--- src/scr_pkg.sv ---
// Shared types, character codes and classification functions of the script tokenizer.
`timescale 1ns / 1ps
package scr_pkg;

    // Longest token that is kept; further characters of the same token are dropped.
    localparam logic [9:0] MAX_TOKEN_CHARS = 10'd1022;

    // Bundle queue between the front and back parts; the depth must be a power of two.
    localparam int QUEUE_DEPTH = 4;
    localparam int QUEUE_PTR_W = $clog2(QUEUE_DEPTH);
    localparam int QUEUE_CNT_W = $clog2(QUEUE_DEPTH + 1);

    // Most results that one request can cause.
    localparam int MAX_RESULTS = 3;

    // Input kinds.
    localparam logic KIND_TEXT = 1'b0;
    localparam logic KIND_END  = 1'b1;

    // Character codes.
    localparam logic [15:0] CH_TAB    = 16'h0009;
    localparam logic [15:0] CH_LF     = 16'h000A;
    localparam logic [15:0] CH_CR     = 16'h000D;
    localparam logic [15:0] CH_SPACE  = 16'h0020;
    localparam logic [15:0] CH_QUOTE  = 16'h0022;
    localparam logic [15:0] CH_LPAREN = 16'h0028;
    localparam logic [15:0] CH_RPAREN = 16'h0029;
    localparam logic [15:0] CH_STAR   = 16'h002A;
    localparam logic [15:0] CH_PLUS   = 16'h002B;
    localparam logic [15:0] CH_MINUS  = 16'h002D;
    localparam logic [15:0] CH_SLASH  = 16'h002F;
    localparam logic [15:0] CH_ZERO   = 16'h0030;
    localparam logic [15:0] CH_NINE   = 16'h0039;
    localparam logic [15:0] CH_EQUAL  = 16'h003D;
    localparam logic [15:0] CH_LBRACK = 16'h005B;
    localparam logic [15:0] CH_RBRACK = 16'h005D;
    localparam logic [15:0] CH_LBRACE = 16'h007B;
    localparam logic [15:0] CH_RBRACE = 16'h007D;

    typedef struct packed {
        logic        kind;
        logic [15:0] char_code;
    } t_in_item;

    typedef struct packed {
        logic        has_char;
        logic [15:0] char_value;
        logic        token_end;
        logic        last_of_run;
    } t_out_item;

    // One result as the front part builds it; the run marker is added on the way out.
    typedef struct packed {
        logic        has_char;
        logic [15:0] char_value;
        logic        token_end;
    } t_slot;

    // All results of one request, oldest in slot 0.
    typedef struct packed {
        logic [1:0]                  cnt;
        t_slot [MAX_RESULTS-1:0]     slot;
    } t_bundle;

    function automatic logic is_separator(input logic [15:0] c);
        logic r;
        case (c) inside
            CH_SPACE, CH_TAB, CH_CR, CH_LF: r = 1'b1;
            default:                        r = 1'b0;
        endcase
        return r;
    endfunction

    function automatic logic is_operator(input logic [15:0] c);
        logic r;
        case (c) inside
            CH_EQUAL, CH_PLUS, CH_MINUS, CH_STAR, CH_SLASH,
            CH_LBRACE, CH_RBRACE, CH_LBRACK, CH_RBRACK,
            CH_LPAREN, CH_RPAREN: r = 1'b1;
            default:              r = 1'b0;
        endcase
        return r;
    endfunction

    function automatic logic is_digit(input logic [15:0] c);
        return (c >= CH_ZERO) && (c <= CH_NINE);
    endfunction

    // Appends one result to a bundle.
    function automatic t_bundle add_result(input t_bundle b, input logic has,
                                           input logic [15:0] val, input logic fin);
        t_bundle r;
        r = b;
        if (b.cnt < 2'(MAX_RESULTS)) begin
            r.slot[b.cnt].has_char   = has;
            r.slot[b.cnt].char_value = has ? val : 16'h0000;
            r.slot[b.cnt].token_end  = fin;
            r.cnt                    = b.cnt + 2'd1;
        end
        return r;
    endfunction

endpackage

--- src/script_tokenizer.sv ---
// Top level of the script tokenizer: front part, bundle queue and back part.
`timescale 1ns / 1ps
// The script tokenizer takes a text one 16-bit character per request and gives
// back a stream of token characters and token-end marks. Space, tab, CR and LF
// separate tokens; each of the operators = + - * / { } [ ] ( ) is a token of
// its own, and a minus directly before a digit stays inside the word. A double
// quote opens a run that continues the current token up to the closing quote,
// which ends it. A request of kind end-of-text closes whatever is still open
// (an open quote, a held minus, a non-empty token) and returns the block to
// its reset state. Characters beyond 1022 in one token are dropped. One
// request causes between zero and three results; the last of them carries
// last_of_run. Requests are taken one per cycle for as long as full is low:
// the front part decides all results of a request in the cycle it is taken and
// writes them as one bundle into a four-entry queue. The first result of a
// request can be on o_result from the cycle after it is taken. The back
// part hands out one result per pop, so a request with three results holds the
// output for three pops; full rises only when four bundles wait behind a
// stalled consumer. Requests that cause no result never enter the queue.
module script_tokenizer (
    input  logic               i_clk,
    input  logic               i_rst_n,
    input  logic               push,
    output logic               full,
    input  scr_pkg::t_in_item  i_item,
    output logic               empty,
    input  logic               pop,
    output scr_pkg::t_out_item o_result
);
    import scr_pkg::*;

    logic    accept;
    logic    q_push;
    logic    q_full;
    logic    q_pop;
    logic    q_empty;
    t_bundle front_bundle;
    t_bundle head_bundle;

    // A request is taken whenever the queue has room for its bundle.
    assign accept = push && !q_full;
    assign full   = q_full;

    scr_front u_front (
        .i_clk    (i_clk),
        .i_rst_n  (i_rst_n),
        .i_accept (accept),
        .i_item   (i_item),
        .o_bundle (front_bundle),
        .o_push   (q_push)
    );

    scr_queue u_queue (
        .i_clk   (i_clk),
        .i_rst_n (i_rst_n),
        .i_push  (q_push),
        .i_data  (front_bundle),
        .o_full  (q_full),
        .i_pop   (q_pop),
        .o_data  (head_bundle),
        .o_empty (q_empty)
    );

    // The back part drains the head bundle and frees it after its last result.
    scr_back u_back (
        .i_clk        (i_clk),
        .i_rst_n      (i_rst_n),
        .i_head       (head_bundle),
        .i_head_empty (q_empty),
        .o_head_pop   (q_pop),
        .o_result     (o_result),
        .empty        (empty),
        .pop          (pop)
    );

endmodule

--- src/scr_front.sv ---
// Front part: holds the tokenizer state and turns each request into a bundle of results.
`timescale 1ns / 1ps
module scr_front (
    input  logic              i_clk,
    input  logic              i_rst_n,
    input  logic              i_accept,
    input  scr_pkg::t_in_item i_item,
    output scr_pkg::t_bundle  o_bundle,
    output logic              o_push
);
    import scr_pkg::*;

    logic       r_in_quote;
    logic       r_pending_minus;
    logic [9:0] r_token_length;
    logic       n_in_quote;
    logic       n_pending_minus;
    logic [9:0] n_token_length;
    t_bundle    b;
    logic       done;
    logic [15:0] c;

    always_comb begin
        b               = '0;
        done            = 1'b0;
        c               = i_item.char_code;
        n_in_quote      = r_in_quote;
        n_pending_minus = r_pending_minus;
        n_token_length  = r_token_length;
        if (i_item.kind == KIND_END) begin
            if (r_in_quote) begin
                b = add_result(b, 1'b0, 16'h0000, 1'b1);
            end else if (r_pending_minus) begin
                if (r_token_length != 10'd0) begin
                    b = add_result(b, 1'b0, 16'h0000, 1'b1);
                end
                b = add_result(b, 1'b1, CH_MINUS, 1'b1);
            end else if (r_token_length != 10'd0) begin
                b = add_result(b, 1'b0, 16'h0000, 1'b1);
            end
            n_in_quote      = 1'b0;
            n_pending_minus = 1'b0;
            n_token_length  = 10'd0;
        end else if (r_in_quote) begin
            if (c == CH_QUOTE) begin
                n_in_quote     = 1'b0;
                n_token_length = 10'd0;
                b = add_result(b, 1'b0, 16'h0000, 1'b1);
            end else if (n_token_length < MAX_TOKEN_CHARS) begin
                n_token_length = n_token_length + 10'd1;
                b = add_result(b, 1'b1, c, 1'b0);
            end
        end else begin
            if (r_pending_minus) begin
                n_pending_minus = 1'b0;
                if (is_digit(c)) begin
                    // The held minus joins the number, both subject to the length cap.
                    done = 1'b1;
                    if (n_token_length < MAX_TOKEN_CHARS) begin
                        n_token_length = n_token_length + 10'd1;
                        b = add_result(b, 1'b1, CH_MINUS, 1'b0);
                    end
                    if (n_token_length < MAX_TOKEN_CHARS) begin
                        n_token_length = n_token_length + 10'd1;
                        b = add_result(b, 1'b1, c, 1'b0);
                    end
                end else begin
                    if (n_token_length != 10'd0) begin
                        b = add_result(b, 1'b0, 16'h0000, 1'b1);
                    end
                    b = add_result(b, 1'b1, CH_MINUS, 1'b1);
                    n_token_length = 10'd0;
                end
            end
            if (!done) begin
                if (c == CH_QUOTE) begin
                    n_in_quote = 1'b1;
                end else if (is_separator(c)) begin
                    if (n_token_length != 10'd0) begin
                        b = add_result(b, 1'b0, 16'h0000, 1'b1);
                        n_token_length = 10'd0;
                    end
                end else if (c == CH_MINUS) begin
                    n_pending_minus = 1'b1;
                end else if (is_operator(c)) begin
                    if (n_token_length != 10'd0) begin
                        b = add_result(b, 1'b0, 16'h0000, 1'b1);
                    end
                    b = add_result(b, 1'b1, c, 1'b1);
                    n_token_length = 10'd0;
                end else if (n_token_length < MAX_TOKEN_CHARS) begin
                    n_token_length = n_token_length + 10'd1;
                    b = add_result(b, 1'b1, c, 1'b0);
                end
            end
        end
    end

    always_ff @(posedge i_clk) begin
        if (!i_rst_n) begin
            r_in_quote      <= 1'b0;
            r_pending_minus <= 1'b0;
            r_token_length  <= 10'd0;
        end else if (i_accept) begin
            r_in_quote      <= n_in_quote;
            r_pending_minus <= n_pending_minus;
            r_token_length  <= n_token_length;
        end
    end

    assign o_bundle = b;
    assign o_push   = i_accept && (b.cnt != 2'd0);

    // End of text leaves the state as after reset.
    a_end_clears: assert property (@(posedge i_clk) disable iff (!i_rst_n)
        (i_accept && i_item.kind == KIND_END) |=>
            (!r_in_quote && !r_pending_minus && r_token_length == 10'd0))
        else $error("state not cleared after end of text");

    // A minus is only ever held outside quotes.
    a_minus_outside_quote: assert property (@(posedge i_clk) disable iff (!i_rst_n)
        !(r_in_quote && r_pending_minus))
        else $error("held minus inside a quoted run");

    // The kept length never passes the cap.
    a_length_cap: assert property (@(posedge i_clk) disable iff (!i_rst_n)
        r_token_length <= MAX_TOKEN_CHARS)
        else $error("token length above the cap");

endmodule

--- src/scr_queue.sv ---
// Short queue of result bundles between the front and back parts.
`timescale 1ns / 1ps
module scr_queue (
    input  logic             i_clk,
    input  logic             i_rst_n,
    input  logic             i_push,
    input  scr_pkg::t_bundle i_data,
    output logic             o_full,
    input  logic             i_pop,
    output scr_pkg::t_bundle o_data,
    output logic             o_empty
);
    import scr_pkg::*;

    t_bundle                r_entry [QUEUE_DEPTH];
    logic [QUEUE_PTR_W-1:0] r_wr_ptr;
    logic [QUEUE_PTR_W-1:0] r_rd_ptr;
    logic [QUEUE_CNT_W-1:0] r_count;

    always_ff @(posedge i_clk) begin
        if (i_push) begin
            r_entry[r_wr_ptr] <= i_data;
        end
    end

    always_ff @(posedge i_clk) begin
        if (!i_rst_n) begin
            r_wr_ptr <= '0;
            r_rd_ptr <= '0;
            r_count  <= '0;
        end else begin
            if (i_push) begin
                r_wr_ptr <= r_wr_ptr + QUEUE_PTR_W'(1);
            end
            if (i_pop) begin
                r_rd_ptr <= r_rd_ptr + QUEUE_PTR_W'(1);
            end
            if (i_push && !i_pop) begin
                r_count <= r_count + QUEUE_CNT_W'(1);
            end else if (i_pop && !i_push) begin
                r_count <= r_count - QUEUE_CNT_W'(1);
            end
        end
    end

    assign o_data  = r_entry[r_rd_ptr];
    assign o_full  = (r_count == QUEUE_CNT_W'(QUEUE_DEPTH));
    assign o_empty = (r_count == '0);

    a_no_overflow: assert property (@(posedge i_clk) disable iff (!i_rst_n)
        i_push |-> !o_full)
        else $error("bundle written into a full queue");

    a_no_underflow: assert property (@(posedge i_clk) disable iff (!i_rst_n)
        i_pop |-> !o_empty)
        else $error("bundle taken from an empty queue");

    a_count_range: assert property (@(posedge i_clk) disable iff (!i_rst_n)
        r_count <= QUEUE_CNT_W'(QUEUE_DEPTH))
        else $error("queue count out of range");

endmodule

--- src/scr_back.sv ---
// Back part: hands out the results of the oldest bundle one at a time.
`timescale 1ns / 1ps
module scr_back (
    input  logic               i_clk,
    input  logic               i_rst_n,
    input  scr_pkg::t_bundle   i_head,
    input  logic               i_head_empty,
    output logic               o_head_pop,
    output scr_pkg::t_out_item o_result,
    output logic               empty,
    input  logic               pop
);
    import scr_pkg::*;

    logic [1:0] r_idx;
    t_slot      cur;
    logic       last;
    logic       take;

    assign cur  = i_head.slot[r_idx];
    assign last = (r_idx == (i_head.cnt - 2'd1));
    assign take = pop && !i_head_empty;

    always_ff @(posedge i_clk) begin
        if (!i_rst_n) begin
            r_idx <= 2'd0;
        end else if (take) begin
            r_idx <= last ? 2'd0 : r_idx + 2'd1;
        end
    end

    assign o_result.has_char    = cur.has_char;
    assign o_result.char_value  = cur.char_value;
    assign o_result.token_end   = cur.token_end;
    assign o_result.last_of_run = last;
    assign empty                = i_head_empty;
    assign o_head_pop           = take && last;

    a_bundle_not_empty: assert property (@(posedge i_clk) disable iff (!i_rst_n)
        !i_head_empty |-> (i_head.cnt != 2'd0))
        else $error("empty bundle in the queue");

    a_index_in_bundle: assert property (@(posedge i_clk) disable iff (!i_rst_n)
        !i_head_empty |-> (r_idx < i_head.cnt))
        else $error("result index beyond the bundle");

    a_index_idle: assert property (@(posedge i_clk) disable iff (!i_rst_n)
        i_head_empty |-> (r_idx == 2'd0))
        else $error("result index left over with no bundle waiting");

endmodule

--- config.mk ---
export PLATFORM = sky130hd
export DESIGN_NAME = script_tokenizer
export DESIGN_NICKNAME = d
export VERILOG_FILES = /design/src/scr_pkg.sv /design/src/script_tokenizer.sv /design/src/scr_front.sv /design/src/scr_queue.sv /design/src/scr_back.sv
export SDC_FILE = /design/constraint.sdc
export NUM_CORES = 1
export LEC_CHECK = 0
export ABC_AREA = 1
export BUFFER_PORTS_ARGS = -buffer_cell sky130_fd_sc_hd__buf_4
export CAP_MARGIN = 20
export CORE_UTILIZATION = 57
export DETAILED_ROUTE_END_ITERATION = 10
export HOLD_SLACK_MARGIN = 0.05
export PLACE_DENSITY_LB_ADDON = 0.1
export SLEW_MARGIN = 20
export SYNTH_ARGS = -nofsm -noshare
export SYNTH_HDL_FRONTEND = slang
export SYNTH_SLANG_ARGS = --single-unit
--- constraint.sdc ---
create_clock -name i_clk -period 6.5 [get_ports i_clk]
set_input_delay 1.625 -clock i_clk [delete_from_list [all_inputs] [get_ports i_clk]]
set_output_delay 1.625 -clock i_clk [all_outputs]
set_load 0.05 [all_outputs]
==> metrics.txt <==
status=finished, violations left; failing checks=DRC; Synth area leaders=edfxtp_1 (52%), nor2_1 (6.1%), nand2_1 (5.9%); most frequent CP cell=nand2_1; Setup WS pre-CTS=620 ps; Worst Tran Pin Value=885 ps; Placer Congestion=1.02; initial antenna violation count=0; Clock Sinks=247; Max transition margin=0.409; CTS tree=yes; Ports=42; Initial Util=0.585; power per cell area=333 mW/mm²; delay-heaviest family, CP=simple AND/OR/NAND/NOR gates; Final HPWL DP=24800 µm; flip-flop and latch area=0.00719 mm²; Max Cap Violations=0; reg2reg end=u_queue.r_count[2]$_SDFFE_PN0P_; Seq cells post-synth=247; met3 wirelength from detailed routing=2550 µm; CTS resizes=0; area of the mapped netlist=0.0128 mm²; asr flop ratio synth=0; Max Freq=185 MHz; number of global-route vias before repair=10300; yosys warns=0; crit-path max FO=11; crit start category=input pin; worst setup path class=input pin to flip-flop; Multi-input gate area=0.00490 mm²; WP data arrival=5860 ps; Synth Area in Compound Gates=0.173; row count=54; Peak VDD IR=0.395 mV; DR top layer=met4; # hold bufs at CTS=0; worst-case clock buffer depth=3; first-pass GRT wire length=57400 µm; Final ANT Viol Nets=0; Antenna Cells=0; Gate Count Post-Synth=1388; largest family of logic cells by synthesized area=simple AND/OR/NAND/NOR gates; Residual DRC=9; WP data required=6960 ps; IO buf count=41; syn_area_per_cell=9.25 µm²; die area=0.0231 mm²; r2r startpoint=u_front.r_token_length[2]$_SDFFE_PN0P_; Pleak=5.49 nW; area of the core=0.0220 mm²; setup violators final=0; Hold Fails Final Rpt=0; skew final=26.8 ps; drt via density=6.20; Cell variety after synth=58; latest clock arrival within the worst-skew pair=540 ps; R2R depth=39; Net Count, Synth=1425; Die Y=152 µm; Final #Nets=1460; fin crit period=5390 ps; P&R area growth vs syn=12.2%; Setup crit end kind=flip-flop; HP Start=u_queue.r_rd_ptr[1]$_SDFFE_PN0P_; Die X=152 µm; wire length on met2=17600 µm; simple-gate share of the synthesized area=0.186; critical path's slowest cell=fa_1; Post-synth EDFFs=224; initial DRC count=1037; DR vias=10700; Yosys top cell by area=edfxtp_1; dominant synthesized flop cell=edfxtp_1; largest net degree at the start of global routing=66; met1 WL=14900 µm; worst hold stages=1; Fin Setup TNS=0 ps; CP peak stage delay=450 ps; most common cell after layout, fill and taps aside=edfxtp_1; share of layout cells above drive strength 1=0.122; Reg2Reg Setup Slack=1180 ps; most frequent cells in the layout=edfxtp_1 (224), nor2_1 (206), nand2_1 (203), o21ai_0 (147), inv_1 (116); mux cell area share after synthesis=0.000780; final worst path period share=0.830; Reg clk slew, reported paths=50 ps; First-pass DRT Iterations=8; grt ovf=0; Fill cells=1790; RSZ-0062 raised after global routing=false; Seq/Total Area, Yosys=0.560; wire per inst=21.5 µm; setup ws final=1110 ps; Power Total=4.79 mW; min-delay worst type=flip-flop to flip-flop; All-Layer GR Usage=0.323; Crit path buffers/inverters=6; adder-cell share of the synthesized area=0.0162; Slew Viols, Final=0; xor/xnor cell area share of the yosys netlist=0.00409; clock root buffer=clkbuf_16; total setup buffers inserted after CTS=0; total CTS buffers=26; post-synth top area share=0.524; drt total wl=37000 µm; H-tree Lvls=1
-- state kept, by name, summed over array words and instances (netlist names), named ones only --
register and flops:
u_front.r_token_length 10, u_queue.r_wr_ptr 2, u_queue.r_rd_ptr 2, u_queue.r_count 3
u_front.r_in_quote 1, u_back.r_idx 2, u_front.r_pending_minus 1, u_queue.r_entry 224
-- kinds of logic (layout without fill, tap and decap cells) --
logic type | after synthesis | count (layout)
xor+xnor | 6 | 6
simple gates | 552 | 552
mux | 1 | 1
compound gates | 364 | 364
buf+inv | 202 | 254
fa+ha+maj | 16 | 16
flops | 247 | 247
-- worst max-delay path by stage --
stage                         start                               to  depth (start not counted)
final                     i_item[3]  u_queue.r_count[2]$_SDFFE_PN0P_                         35
after global routing      i_item[6]  u_queue.r_count[2]$_SDFFE_PN0P_                         39
after CTS                 i_item[6]  u_queue.r_count[2]$_SDFFE_PN0P_                         39
after detailed placement  i_item[6]  u_queue.r_count[2]$_SDFFE_PN0P_                         39
after global placement    i_item[6]  u_queue.r_count[2]$_SDFFE_PN0P_                         39
after floorplan           i_item[6]  u_queue.r_entry[0][0]$_DFFE_PP_                         30
-- worst reg2reg max path: cells and delay by family (launching register included) --
kind	cells	cell delay, ps
adder cells (fa/ha/maj)	3	720
buffers and inverters	6	550
flip-flops	1	510
AO/OA/AOI/OAI	6	590
AND/OR/NAND/NOR	24	2870
-- cells in the mapped netlist, types with 6 or more instances --
cell type,n
inv_1,118
nor2_1,210
nor2_2,6
o21ai_0,147
inv_2,11
ha_1,15
nor3_1,31
a21oi_1,77
a31oi_1,6
nand3_1,49
nand2_2,18
o221ai_1,30
nand4_1,14
o22ai_1,26
dfxtp_1,23
o21ai_1,10
nand2_1,203
a32o_1,12
buf_2,6
clkbuf_1,58
o211ai_1,20
edfxtp_1,224
-- power by group --
group          switching (mW)  total, mW  internal (mW)  leakage (nW)
clock network           0.591       1.40          0.810         0.393
logic                    1.02       1.44          0.418          2.75
registers              0.0851       1.95           1.86          2.34
total                    1.70       4.79           3.09          5.49
-- stage by stage --
step                      hold slack, ps  area [µm²]  cells  utilization
final                                485       14400   1720        0.656
after global routing                 527       14400   1720        0.656
after CTS                            487       14400   1720        0.656
after detailed placement             474       13600   1675        0.619
after global placement               466       13600   1675        0.619
after floorplan                      457       12800   1388            -
-- layout make-up --
cell class	count	area share
clock buffers	36	0.0499
clock inverters	9	0.00626
inverters	133	0.0347
multi-input cells	939	0.341
flip-flops and latches	247	0.499
well taps	280	0.0243
repair buffers	76	0.0448
-- metal layers --
layer / vias up / GRT usage
met5: - / 0
met4: 0 / 0.169
met3: 103 / 0.0436
met2: 427 / 0.537
met1: 5143 / 0.416
li1: 4995 / -
No activity file was read; power rests on OpenSTA's default activity.
